--- src/hw/rtl/addressed_packet_receiver_crc8_defines.svh ---
// Assertion macros for the addressed packet receiver.
`ifndef ADDRESSED_PACKET_RECEIVER_CRC8_DEFINES_SVH
`define ADDRESSED_PACKET_RECEIVER_CRC8_DEFINES_SVH
`ifndef SYNTH
`define APR_ASSERT_IMP(lbl, clk, rst, a, c) \
   lbl: assert property (@(posedge clk) disable iff (rst) (a) |-> (c)) \
      else $error("assertion failed");
`define APR_ASSERT_NXT(lbl, clk, rst, a, c) \
   lbl: assert property (@(posedge clk) disable iff (rst) (a) |=> (c)) \
      else $error("assertion failed");
`else
`define APR_ASSERT_IMP(lbl, clk, rst, a, c)
`define APR_ASSERT_NXT(lbl, clk, rst, a, c)
`endif
`endif

--- src/hw/rtl/apr_pkg.sv ---
// Package with constants and types of the addressed packet receiver.
`default_nettype none
package apr_pkg;
   localparam int MaxPayload = 60;
   localparam int MaxWrites = 21;
   localparam int PayIdxW = $clog2(MaxPayload);
   localparam int PayCntW = $clog2(MaxPayload + 1);

   localparam logic [1:0] KIND_WORD = 2'd0;
   localparam logic [1:0] KIND_TX = 2'd1;
   localparam logic [1:0] KIND_STATUS = 2'd2;
   localparam logic [1:0] KIND_ACKNAK = 2'd3;

   localparam logic [2:0] ST_GOOD = 3'd0;
   localparam logic [2:0] ST_CRC_BAD = 3'd1;
   localparam logic [2:0] ST_WRONG_ADDR = 3'd2;
   localparam logic [2:0] ST_TOO_LONG = 3'd3;
   localparam logic [2:0] ST_ACK_CRC_BAD = 3'd4;

   localparam logic [1:0] REG_MODULE_ADDR = 2'd0;
   localparam logic [1:0] REG_MAX_DATA = 2'd1;
   localparam logic [1:0] REG_ACK_EN = 2'd2;
   localparam logic [1:0] REG_POLY = 2'd3;

   localparam logic [7:0] SYNC1_BYTE = 8'h06;
   localparam logic [7:0] SYNC2_BYTE = 8'h85;
   localparam logic [7:0] ACK_MARK = 8'hFF;
   localparam logic [7:0] ACK_CODE = 8'h01;
   localparam logic [7:0] NAK_CODE = 8'h02;
   localparam logic [7:0] REPLY_LEN = 8'h03;

   typedef struct packed {
      logic       start;
      logic [7:0] data;
      logic [7:0] init;
   } crc_req_type;
endpackage
`default_nettype wire

--- src/hw/rtl/apr_ram.sv ---
// Generic single-port RAM with registered read.
`default_nettype none
module apr_ram #(
   parameter int Width = 8,
   parameter int Depth = 64
) (
   input  wire logic                     clock,
   input  wire logic                     wr_en,
   input  wire logic [$clog2(Depth)-1:0] addr,
   input  wire logic [Width-1:0]         wr_data,
   output logic      [Width-1:0]         rd_data
);
   logic [Width-1:0] mem_ff [Depth];

   always_ff @(posedge clock) begin
      if (wr_en) begin
         mem_ff[addr] <= wr_data;
      end
      rd_data <= mem_ff[addr];
   end
endmodule
`default_nettype wire

--- src/hw/rtl/apr_crc_unit.sv ---
// Bit-serial reflected CRC-8 unit, one bit per cycle.
`default_nettype none
module apr_crc_unit
   import apr_pkg::*;
(
   input  wire logic        clock,
   input  wire logic        reset,
   input  wire crc_req_type req,
   input  wire logic [7:0]  poly,
   output logic             busy,
   output logic [7:0]       crc
);
   logic [7:0] crc_ff, crc_in, dat_ff, dat_in;
   logic [3:0] cnt_ff, cnt_in;
   logic       fb;

   assign fb = crc_ff[0] ^ dat_ff[0];

   always_comb begin
      crc_in = crc_ff;
      dat_in = dat_ff;
      cnt_in = cnt_ff;
      if (req.start) begin
         crc_in = req.init;
         dat_in = req.data;
         cnt_in = 4'd8;
      end else if (cnt_ff != 4'd0) begin
         crc_in = (crc_ff >> 1) ^ (fb ? poly : 8'd0);
         dat_in = dat_ff >> 1;
         cnt_in = cnt_ff - 4'd1;
      end
   end

   always_ff @(posedge clock) begin
      if (reset) begin
         cnt_ff <= '0;
      end else begin
         cnt_ff <= cnt_in;
      end
      crc_ff <= crc_in;
      dat_ff <= dat_in;
   end

   assign busy = (cnt_ff != 4'd0);
   assign crc = crc_ff;
endmodule
`default_nettype wire

--- src/hw/rtl/addressed_packet_receiver_crc8.sv ---
// Top level of the addressed packet receiver with reflected CRC-8.
// A result word is registered and shows in the cycle after its byte. A plain byte keeps the
// sequencer idle, so the input is free while the output is; a byte fed to the CRC holds it until
// the shared CRC unit is done. A good-CRC packet ends with a word-emit sweep of the payload
// RAM (RD0, RDW, RD1, RD2 per triplet), then with replies on a reply CRC and 9 reply words.
// Reset is synchronous and active high; it sets the CSRs, error counters, state and rsp_valid.
`default_nettype none
`include "addressed_packet_receiver_crc8_defines.svh"
module addressed_packet_receiver_crc8
   import apr_pkg::*;
(
   input  wire logic        clock,
   input  wire logic        reset,
   input  wire logic        req_valid,
   output logic             req_stall,
   input  wire logic [7:0]  req_rx_byte,
   output logic             rsp_valid,
   input  wire logic        rsp_stall,
   output logic [1:0]       rsp_kind,
   output logic [7:0]       rsp_word_index,
   output logic [15:0]      rsp_word_value,
   output logic [7:0]       rsp_tx_byte,
   output logic [2:0]       rsp_packet_status,
   output logic [7:0]       rsp_peer_address,
   output logic [7:0]       rsp_ack_type,
   output logic [7:0]       rsp_echoed_crc,
   output logic [15:0]      rsp_align_errors,
   output logic [15:0]      rsp_crc_errors,
   output logic [15:0]      rsp_address_errors,
   output logic             rsp_last,
   input  wire logic        csr_write,
   input  wire logic [1:0]  csr_index,
   input  wire logic [7:0]  csr_data
);
   // Sequencer states.
   localparam logic [3:0] S_IDLE = 4'd0;   // waiting for a byte
   localparam logic [3:0] S_CRC = 4'd1;    // payload byte through the CRC unit
   localparam logic [3:0] S_RD0 = 4'd2;    // read triplet index
   localparam logic [3:0] S_RD1 = 4'd3;    // read low byte
   localparam logic [3:0] S_RD2 = 4'd4;    // read high byte, emit write if index in range
   localparam logic [3:0] S_RC1 = 4'd5;    // reply CRC over the type byte
   localparam logic [3:0] S_RC2 = 4'd6;    // reply CRC over the echoed CRC
   localparam logic [3:0] S_TX = 4'd7;     // send the reply frame
   localparam logic [3:0] S_FIN = 4'd8;    // final status word
   localparam logic [3:0] S_RDW = 4'd9;    // RAM read latency for the index
   localparam logic [3:0] S_RC0 = 4'd10;   // reply CRC over the mark byte

   localparam logic [2:0] PH_SYNC1 = 3'd0;
   localparam logic [2:0] PH_SYNC2 = 3'd1;
   localparam logic [2:0] PH_DEST = 3'd2;
   localparam logic [2:0] PH_SRC = 3'd3;
   localparam logic [2:0] PH_LEN = 3'd4;
   localparam logic [2:0] PH_DATA = 3'd5;
   localparam logic [2:0] PH_ACK = 3'd6;

   logic [7:0] mod_addr_ff, max_addr_ff, poly_ff;
   logic       ack_en_ff;

   logic [3:0]  st_ff, st_in;
   logic [2:0]  ph_ff, ph_in;
   logic [7:0]  dest_ff, dest_in, src_ff, src_in, len_ff, len_in;
   logic [PayCntW-1:0] cnt_ff, cnt_in;
   logic [7:0]  rcrc_ff, rcrc_in;
   logic [7:0]  af1_ff, af1_in, af2_ff, af2_in;
   logic [15:0] align_ff, align_in, crce_ff, crce_in, adre_ff, adre_in;
   logic [15:0] dre_ff, dre_in;
   logic [7:0]  rxcrc_ff, rxcrc_in, rtype_ff, rtype_in;
   logic [PayCntW-1:0] rp_ff, rp_in;
   logic [4:0]  nw_ff, nw_in;
   logic [7:0]  idx_ff, idx_in, lo_ff, lo_in;
   logic [3:0]  txi_ff, txi_in;

   // Output register.
   logic        ov_ff, ov_in;
   logic [1:0]  ok_ff, ok_in;
   logic [7:0]  oi_ff, oi_in, ot_ff, ot_in, oat_ff, oat_in, oec_ff, oec_in;
   logic [15:0] ow_ff, ow_in;
   logic [2:0]  os_ff, os_in;
   logic        ol_ff, ol_in;

   crc_req_type crq;
   logic        crc_busy;
   logic [7:0]  crc_val;

   logic              ram_we;
   logic [PayIdxW-1:0] ram_addr;
   logic [7:0]        ram_q;

   logic out_free, acc;
   logic [7:0] b;

   apr_crc_unit u_crc (
      .clock(clock), .reset(reset), .req(crq), .poly(poly_ff),
      .busy(crc_busy), .crc(crc_val)
   );

   apr_ram #(.Width(8), .Depth(MaxPayload)) u_ram (
      .clock(clock), .wr_en(ram_we), .addr(ram_addr), .wr_data(req_rx_byte),
      .rd_data(ram_q)
   );

   assign out_free = !ov_ff || !rsp_stall;
   assign req_stall = (st_ff != S_IDLE) || !out_free;
   assign acc = req_valid && !req_stall;
   assign b = req_rx_byte;

   function automatic logic [15:0] sat_inc(input logic [15:0] v);
      return (v == 16'hFFFF) ? v : v + 16'd1;
   endfunction

   function automatic logic [7:0] frame_byte(input logic [3:0] i,
         input logic [7:0] s, input logic [7:0] m, input logic [7:0] t,
         input logic [7:0] r, input logic [7:0] c);
      logic [7:0] v;
      v = c;
      unique case (i)
         4'd0: v = SYNC1_BYTE;
         4'd1: v = SYNC2_BYTE;
         4'd2: v = s;
         4'd3: v = m;
         4'd4: v = REPLY_LEN;
         4'd5: v = ACK_MARK;
         4'd6: v = t;
         4'd7: v = r;
         default: v = c;
      endcase
      return v;
   endfunction

   always_comb begin
      st_in = st_ff; ph_in = ph_ff; dest_in = dest_ff; src_in = src_ff;
      len_in = len_ff; cnt_in = cnt_ff; rcrc_in = rcrc_ff;
      af1_in = af1_ff; af2_in = af2_ff;
      align_in = align_ff; crce_in = crce_ff; adre_in = adre_ff; dre_in = dre_ff;
      rxcrc_in = rxcrc_ff; rtype_in = rtype_ff; rp_in = rp_ff; nw_in = nw_ff;
      idx_in = idx_ff; lo_in = lo_ff; txi_in = txi_ff;
      ov_in = ov_ff && rsp_stall;
      ok_in = ok_ff; oi_in = oi_ff; ow_in = ow_ff; ot_in = ot_ff; os_in = os_ff;
      oat_in = oat_ff; oec_in = oec_ff; ol_in = ol_ff;
      crq = '{start: 1'b0, data: b, init: rcrc_ff};
      ram_we = 1'b0;
      ram_addr = cnt_ff[PayIdxW-1:0];

      unique case (st_ff)
         S_IDLE: begin
            if (acc) begin
               unique case (ph_ff)
                  PH_SYNC1: begin
                     if (b == SYNC1_BYTE) ph_in = PH_SYNC2;
                     else align_in = sat_inc(align_ff);
                  end
                  PH_SYNC2: ph_in = (b == SYNC2_BYTE) ? PH_DEST : PH_SYNC1;
                  PH_DEST: begin dest_in = b; ph_in = PH_SRC; end
                  PH_SRC: begin src_in = b; ph_in = PH_LEN; end
                  PH_LEN: begin
                     len_in = b; cnt_in = '0; rcrc_in = '0; ph_in = PH_SYNC1;
                     ok_in = KIND_STATUS; oi_in = '0; ow_in = '0; ot_in = '0;
                     oat_in = '0; oec_in = '0; ol_in = 1'b1;
                     if (dest_ff != mod_addr_ff) begin
                        adre_in = sat_inc(adre_ff);
                        ov_in = 1'b1; os_in = ST_WRONG_ADDR;
                     end else if (b == 8'd0) begin
                        ph_in = PH_SYNC1;
                     end else if (b > 8'(MaxPayload)) begin
                        ov_in = 1'b1; os_in = ST_TOO_LONG;
                     end else begin
                        ph_in = PH_DATA;
                     end
                  end
                  PH_DATA: begin
                     if (cnt_ff == '0 && b == ACK_MARK) begin
                        crq = '{start: 1'b1, data: b, init: 8'd0};
                        cnt_in = PayCntW'(1); ph_in = PH_ACK;
                        st_in = S_CRC;
                     end else if ({{(8-PayCntW){1'b0}}, cnt_ff} < len_ff &&
                                  cnt_ff < PayCntW'(MaxPayload)) begin
                        ram_we = 1'b1;
                        crq = '{start: 1'b1, data: b, init: rcrc_ff};
                        cnt_in = cnt_ff + PayCntW'(1);
                        st_in = S_CRC;
                     end else begin
                        rxcrc_in = b; ph_in = PH_SYNC1;
                        rp_in = '0; nw_in = '0;
                        if (b == rcrc_ff) begin
                           rtype_in = ACK_CODE; st_in = S_RD0;
                        end else begin
                           crce_in = sat_inc(crce_ff);
                           rtype_in = NAK_CODE;
                           st_in = ack_en_ff ? S_RC0 : S_FIN;
                        end
                     end
                  end
                  PH_ACK: begin
                     if (cnt_ff < PayCntW'(3)) begin
                        if (cnt_ff == PayCntW'(1)) af1_in = b;
                        else af2_in = b;
                        crq = '{start: 1'b1, data: b, init: rcrc_ff};
                        cnt_in = cnt_ff + PayCntW'(1);
                        st_in = S_CRC;
                     end else begin
                        ph_in = PH_SYNC1; ov_in = 1'b1; ol_in = 1'b1;
                        oi_in = '0; ow_in = '0; ot_in = '0;
                        if (b == rcrc_ff) begin
                           ok_in = KIND_ACKNAK; os_in = ST_GOOD;
                           oat_in = af1_ff; oec_in = af2_ff;
                        end else begin
                           crce_in = sat_inc(crce_ff);
                           ok_in = KIND_STATUS; os_in = ST_ACK_CRC_BAD;
                           oat_in = '0; oec_in = '0;
                        end
                     end
                  end
                  default: ph_in = PH_SYNC1;
               endcase
            end
         end
         S_CRC: begin
            if (!crc_busy) begin
               rcrc_in = crc_val; st_in = S_IDLE;
            end
         end
         // Sweep of the payload RAM, one triplet per pass.
         S_RD0: begin
            if ({{(8-PayCntW){1'b0}}, rp_ff} + 8'd2 < len_ff &&
                rp_ff + PayCntW'(2) < PayCntW'(MaxPayload) &&
                nw_ff < 5'(MaxWrites)) begin
               ram_addr = rp_ff[PayIdxW-1:0];
               st_in = S_RDW;
            end else begin
               st_in = ack_en_ff ? S_RC0 : S_FIN;
            end
         end
         S_RDW: begin
            ram_addr = PayIdxW'(rp_ff + PayCntW'(1));
            idx_in = ram_q; st_in = S_RD1;
         end
         S_RD1: begin
            ram_addr = PayIdxW'(rp_ff + PayCntW'(2));
            lo_in = ram_q; st_in = S_RD2;
         end
         S_RD2: begin
            if (out_free) begin
               ram_addr = PayIdxW'(rp_ff + PayCntW'(2));
               nw_in = nw_ff + 5'd1; rp_in = rp_ff + PayCntW'(3);
               st_in = S_RD0;
               if (idx_ff < max_addr_ff) begin
                  ov_in = 1'b1; ok_in = KIND_WORD; oi_in = idx_ff;
                  ow_in = {ram_q, lo_ff}; ot_in = '0; os_in = ST_GOOD;
                  oat_in = '0; oec_in = '0; ol_in = 1'b0;
               end else begin
                  dre_in = sat_inc(dre_ff);
               end
            end else begin
               ram_addr = PayIdxW'(rp_ff + PayCntW'(2));
            end
         end
         S_RC0: begin
            crq = '{start: 1'b1, data: ACK_MARK, init: 8'd0};
            st_in = S_RC1; txi_in = '0;
         end
         S_RC1: begin
            if (!crc_busy) begin
               crq = '{start: 1'b1, data: rtype_ff, init: crc_val};
               st_in = S_RC2;
            end
         end
         S_RC2: begin
            if (!crc_busy) begin
               crq = '{start: 1'b1, data: rxcrc_ff, init: crc_val};
               st_in = S_TX;
            end
         end
         S_TX: begin
            if (!crc_busy && out_free) begin
               ov_in = 1'b1; ok_in = KIND_TX; oi_in = '0; ow_in = '0;
               ot_in = frame_byte(txi_ff, src_ff, mod_addr_ff, rtype_ff,
                                  rxcrc_ff, crc_val);
               os_in = ST_GOOD; oat_in = '0; oec_in = '0; ol_in = 1'b0;
               txi_in = txi_ff + 4'd1;
               if (txi_ff == 4'd8) st_in = S_FIN;
            end
         end
         S_FIN: begin
            if (out_free) begin
               ov_in = 1'b1; ok_in = KIND_STATUS; oi_in = '0; ow_in = '0;
               ot_in = '0; oat_in = '0; oec_in = '0; ol_in = 1'b1;
               os_in = (rtype_ff == ACK_CODE) ? ST_GOOD : ST_CRC_BAD;
               st_in = S_IDLE;
            end
         end
         default: st_in = S_IDLE;
      endcase
   end

   always_ff @(posedge clock) begin
      if (reset) begin
         mod_addr_ff <= 8'd0; max_addr_ff <= 8'd20; ack_en_ff <= 1'b0;
         poly_ff <= 8'd140;
         st_ff <= S_IDLE; ph_ff <= PH_SYNC1; dest_ff <= '0; src_ff <= '0;
         len_ff <= '0; cnt_ff <= '0; rcrc_ff <= '0;
         align_ff <= '0; crce_ff <= '0; adre_ff <= '0; dre_ff <= '0;
         ov_ff <= 1'b0;
      end else begin
         if (csr_write) begin
            unique case (csr_index)
               REG_MODULE_ADDR: mod_addr_ff <= csr_data;
               REG_MAX_DATA: max_addr_ff <= csr_data;
               REG_ACK_EN: ack_en_ff <= csr_data[0];
               REG_POLY: poly_ff <= csr_data;
               default: ;
            endcase
         end
         st_ff <= st_in; ph_ff <= ph_in; dest_ff <= dest_in; src_ff <= src_in;
         len_ff <= len_in; cnt_ff <= cnt_in; rcrc_ff <= rcrc_in;
         align_ff <= align_in; crce_ff <= crce_in; adre_ff <= adre_in;
         dre_ff <= dre_in;
         ov_ff <= ov_in;
      end
      af1_ff <= af1_in; af2_ff <= af2_in; rxcrc_ff <= rxcrc_in;
      rtype_ff <= rtype_in; rp_ff <= rp_in; nw_ff <= nw_in; idx_ff <= idx_in;
      lo_ff <= lo_in; txi_ff <= txi_in;
      ok_ff <= ok_in; oi_ff <= oi_in; ow_ff <= ow_in; ot_ff <= ot_in;
      os_ff <= os_in; oat_ff <= oat_in; oec_ff <= oec_in; ol_ff <= ol_in;
   end

   // Counters ride on every word as they stand after the byte is handled.
   assign rsp_valid = ov_ff;
   assign rsp_kind = ok_ff;
   assign rsp_word_index = oi_ff;
   assign rsp_word_value = ow_ff;
   assign rsp_tx_byte = ot_ff;
   assign rsp_packet_status = os_ff;
   assign rsp_peer_address = src_ff;
   assign rsp_ack_type = oat_ff;
   assign rsp_echoed_crc = oec_ff;
   assign rsp_align_errors = align_ff;
   assign rsp_crc_errors = crce_ff;
   assign rsp_address_errors = adre_ff;
   assign rsp_last = ol_ff;

   `APR_ASSERT_IMP(a_no_accept_busy, clock, reset, st_ff != S_IDLE, req_stall)
   `APR_ASSERT_NXT(a_hold_stalled, clock, reset, rsp_valid && rsp_stall,
      rsp_valid && $stable(rsp_kind) && $stable(rsp_last))
   `APR_ASSERT_IMP(a_crc_idle_in_idle, clock, reset, st_ff == S_IDLE, !crc_busy)
endmodule
`default_nettype wire
--- config.mk ---
export PLATFORM = sky130hd
export DESIGN_NAME = addressed_packet_receiver_crc8
export DESIGN_NICKNAME = d
export VERILOG_FILES = /design/src/hw/rtl/apr_pkg.sv /design/src/hw/rtl/apr_ram.sv /design/src/hw/rtl/apr_crc_unit.sv /design/src/hw/rtl/addressed_packet_receiver_crc8.sv
export VERILOG_INCLUDE_DIRS = /design/src /design/src/hw/rtl
export SDC_FILE = /design/constraint.sdc
export NUM_CORES = 1
export LEC_CHECK = 0
export BUFFER_PORTS_ARGS = -buffer_cell sky130_fd_sc_hd__buf_2
export CORE_UTILIZATION = 39
export DETAILED_ROUTE_END_ITERATION = 8
export GPL_TIMING_DRIVEN = 1
export PLACE_DENSITY = 0.58
export SYNTH_ARGS = -nofsm -noshare
export SYNTH_HDL_FRONTEND = slang
export SYNTH_SLANG_ARGS = --single-unit
--- constraint.sdc ---
create_clock -name clock -period 4.8 [get_ports clock]
set_clock_uncertainty 0.1 [all_clocks]
set_input_delay 0.48 -clock clock [delete_from_list [all_inputs] [get_ports clock]]
set_output_delay 0.48 -clock clock [all_outputs]
set_load 0.05 [all_outputs]
==> flow_metrics.tcl <==
set metrics [dict create \
    antenna_cells 0 \
    first_pass_iters 8 \
    ctsHoldBuffers 0 \
    fin_crit_sh 0.973 \
    slew_headroom 0.193 \
    dpl.hpwl_um 62900 \
    slowest_stage "nor4_1" \
    die_h_um 285 \
    worstPathMaxFanout 10 \
    drt_wl_total_um 93200 \
    r2r-start "rp_ff[1]" \
    ys_async_sr_fraction 0 \
    grt-ovfl-total 0 \
    synth_edf_count 607 \
    rsz0062_at_grt "false" \
    io_buffers 134 \
    critPathMaxStageDelay_ns 0.84 \
    worstPathArrival_ns 4.88 \
    cp_common_cell "buf_4" \
    syn_area_um2 31200 \
    r2r_cells 17 \
    nets 2803 \
    cts_buffers 79 \
    insertion_delay_ns 0.63 \
    ys_dominant_reg_cell "edfxtp_1" \
    tightest_slew_ns 1.20 \
    die_area_um2 81000 \
    clk_pin_slew_ns 0.06 \
    cts_tree "done" \
    core_area_um2 79000 \
    worst-setup-path-type "flop to flop" \
    viasPerCell 5.70 \
    grtUsageTotal 0.225 \
    hp-class "input port to flop" \
    crit_family "simple AND/OR/NAND/NOR gates" \
    num_rows 103 \
    crit_start "rp_ff[1]" \
    utilization 0.466 \
    die_x_um 285 \
    setup_violations 0 \
    hold_viol 0 \
    gp_congestion 0.929 \
    drive_gt1_frac 0.180 \
    leakage_nw 13.2 \
    drv_cap 0 \
    cp-start-kind "flop" \
    root_buffer "clkbuf_16" \
    finalCriticalPeriod_ns 4.67 \
    fill_cells 7048 \
    outcome "finished, final reports clean" \
    end_kind "flop" \
    drtIter0Drc 2609 \
    cts_sinks 738 \
    cellPowerDensity_nw_per_um2 537 \
    hold_start "csr_data[5]" \
    ios 135 \
    finalPower_mw 19.7 \
    fmax_mhz 214 \
    final-max-slew-violation-count 0 \
    antenna_found_initial 5 \
    endpoint "u_ram.mem_ff[37][0]" \
    syn_area_per_cell_um2 12.6 \
    ir_drop_v 0.000286 \
    grt_pass1_wl_um 137000 \
    yosysUniqueCellTypes 88 \
    drc 0 \
    ys_seq_area_frac 0.669 \
    multiInputGateArea_um2 9480 \
    r2r-end "u_ram.mem_ff[37][0]" \
    wire_per_inst_um 24.1 \
    worstPathCellList "buf_4, ha_1, xor2_1, ha_1, a211o_1, a31oi_1, o221ai_2, a21o_1, buf_4, a31oi_2, nand2_1, buf_4, nor4_1, nand2_1, buf_4, nor2_1, buf_4" \
    cp.required_ns 5.01 \
    yosysWarningCount 0 \
    path_buf_inv 5 \
    syn_inst 2469 \
    regArea_um2 20900 \
    r2r_slack_ns 0.13 \
    via_count 21995 \
    syn-num-nets 2525 \
    initial_utilization 0.394 \
    grt_pass1_vias 21139 \
    area_growth_pct 18.0 \
    antenna_left 0 \
    cp.depth 17 \
    htreeDepth 3 \
    setup-tns-final_ns 0 \
    ys_ff_latch 738 \
    cts_buffer_depth 3 \
    grt_start_max_net_pins 71 \
]
==> layout make-up <==
type                            instances  area share
Clock buffer                           99      0.0581
Clock inverter                         47      0.0112
Timing Repair Buffer                  339      0.0666
Multi-Input combinational cell       1553       0.258
Sequential cell                       738       0.567
Tap cell                             1050      0.0357
Inverter                               36     0.00367
==> cell usage after synthesis, types with 12 or more instances <==
cell type / n / share of area
a21o_1: 15 / 0.0036
a31oi_1: 33 / 0.0066
xor2_1: 42 / 0.012
a21oi_1: 155 / 0.025
dfxtp_1: 131 / 0.084
a221oi_1: 20 / 0.0056
o21ai_1: 17 / 0.0027
o211ai_1: 13 / 0.0031
and3_1: 30 / 0.0060
ha_1: 33 / 0.013
buf_6: 12 / 0.0043
nor3_1: 33 / 0.0053
or3_1: 18 / 0.0036
a22oi_1: 19 / 0.0046
mux2_2: 14 / 0.0051
edfxtp_1: 607 / 0.59
xnor2_1: 34 / 0.0096
mux2i_1: 105 / 0.034
nand2_1: 289 / 0.035
nor2_1: 216 / 0.026
buf_2: 42 / 0.0067
and2_1: 46 / 0.0092
o22ai_1: 15 / 0.0030
buf_4: 14 / 0.0034
nand3_1: 84 / 0.013
inv_1: 35 / 0.0042
nand4_1: 20 / 0.0040
o21ai_0: 104 / 0.017
a222oi_1: 27 / 0.0087
clkbuf_1: 69 / 0.0083
nor4_1: 14 / 0.0028
==> registers in the layout, indices dropped and copies added (netlist names), 16 cells and up <==
name	cells
rsp_align_errors	16
u_ram.mem_ff	480
rsp_word_value	16
rsp_crc_errors	16
rsp_address_errors	16
==> worst min path at each step <==
stage,end,slack [ns],depth (start not counted)
after floorplan,idx_ff[0],0.32,0
after global placement,len_ff[1],0.35,2
after detailed placement,len_ff[3],0.35,2
after CTS,poly_ff[5],0.008,3
after global routing,poly_ff[5],0.03,3
final,poly_ff[5],0.05,3
==> stage by stage <==
stage	std cells	hold slack [ns]	cell area [um^2]	worst slack, ns
global placement	3710	0.346	34200	0.0451
detailed placement	3710	0.354	34200	0.0467
floorplan	2469	0.317	31200	0.432
global route	3862	0.0313	36800	0.0325
finish	3862	0.0467	36800	0.129
CTS	3856	0.00816	36700	0.0423
==> what timing repair did <==
action	in CTS	in global routing
setup buffers	0	6
setup endpoints to repair	0	4
resized for setup	0	1
==> routing by layer <==
layer,global-route usage,up-vias,wire [um]
met5,0,-,14
met4,0.0622,2,2180
met3,0.0393,145,8290
met2,0.361,1093,43200
met1,0.314,10946,39500
li1,-,9809,-
==> worst reg2reg max path: cells and delay by family (launching register included) <==
family / cells / cell delay [ns]
AND/OR/NAND/NOR: 4 / 1.27
XOR/XNOR: 1 / 0.17
flip-flops: 1 / 0.38
AO/OA/AOI/OAI: 5 / 1.02
adder cells (fa/ha/maj): 2 / 0.44
buffers and inverters: 5 / 1.01
==> placed cells by master (no fill, tap or decap), types with 27 or more instances in the layout <==
master,count
a21oi_1,154
a222oi_1,27
a31oi_1,33
and2_1,46
and3_1,30
buf_2,133
buf_4,187
clkbuf_16,83
dfxtp_1,131
edfxtp_1,607
ha_1,33
inv_1,35
mux2i_1,105
nand2_1,289
nand3_1,84
nor2_1,215
nor3_1,31
o21ai_0,103
xnor2_1,34
xor2_1,42
==> kinds of logic after synthesis <==
kind of cell | count (synthesis) | synth area share
multiplexers | 123 | 0.0411
adder cells (fa/ha/maj) | 33 | 0.0133
AO/OA/AOI/OAI | 509 | 0.106
AND/OR/NAND/NOR | 811 | 0.121
flip-flops | 738 | 0.669
buffers and inverters | 178 | 0.0277
XOR/XNOR | 77 | 0.0219
==> power by group <==
part	internal, mW	total [mW]	switching (mW)
clock	3.45	6.02	2.57
combinational	2.06	5.98	3.92
sequential	7.43	7.73	0.305
Power figures use the tool's default switching activity.
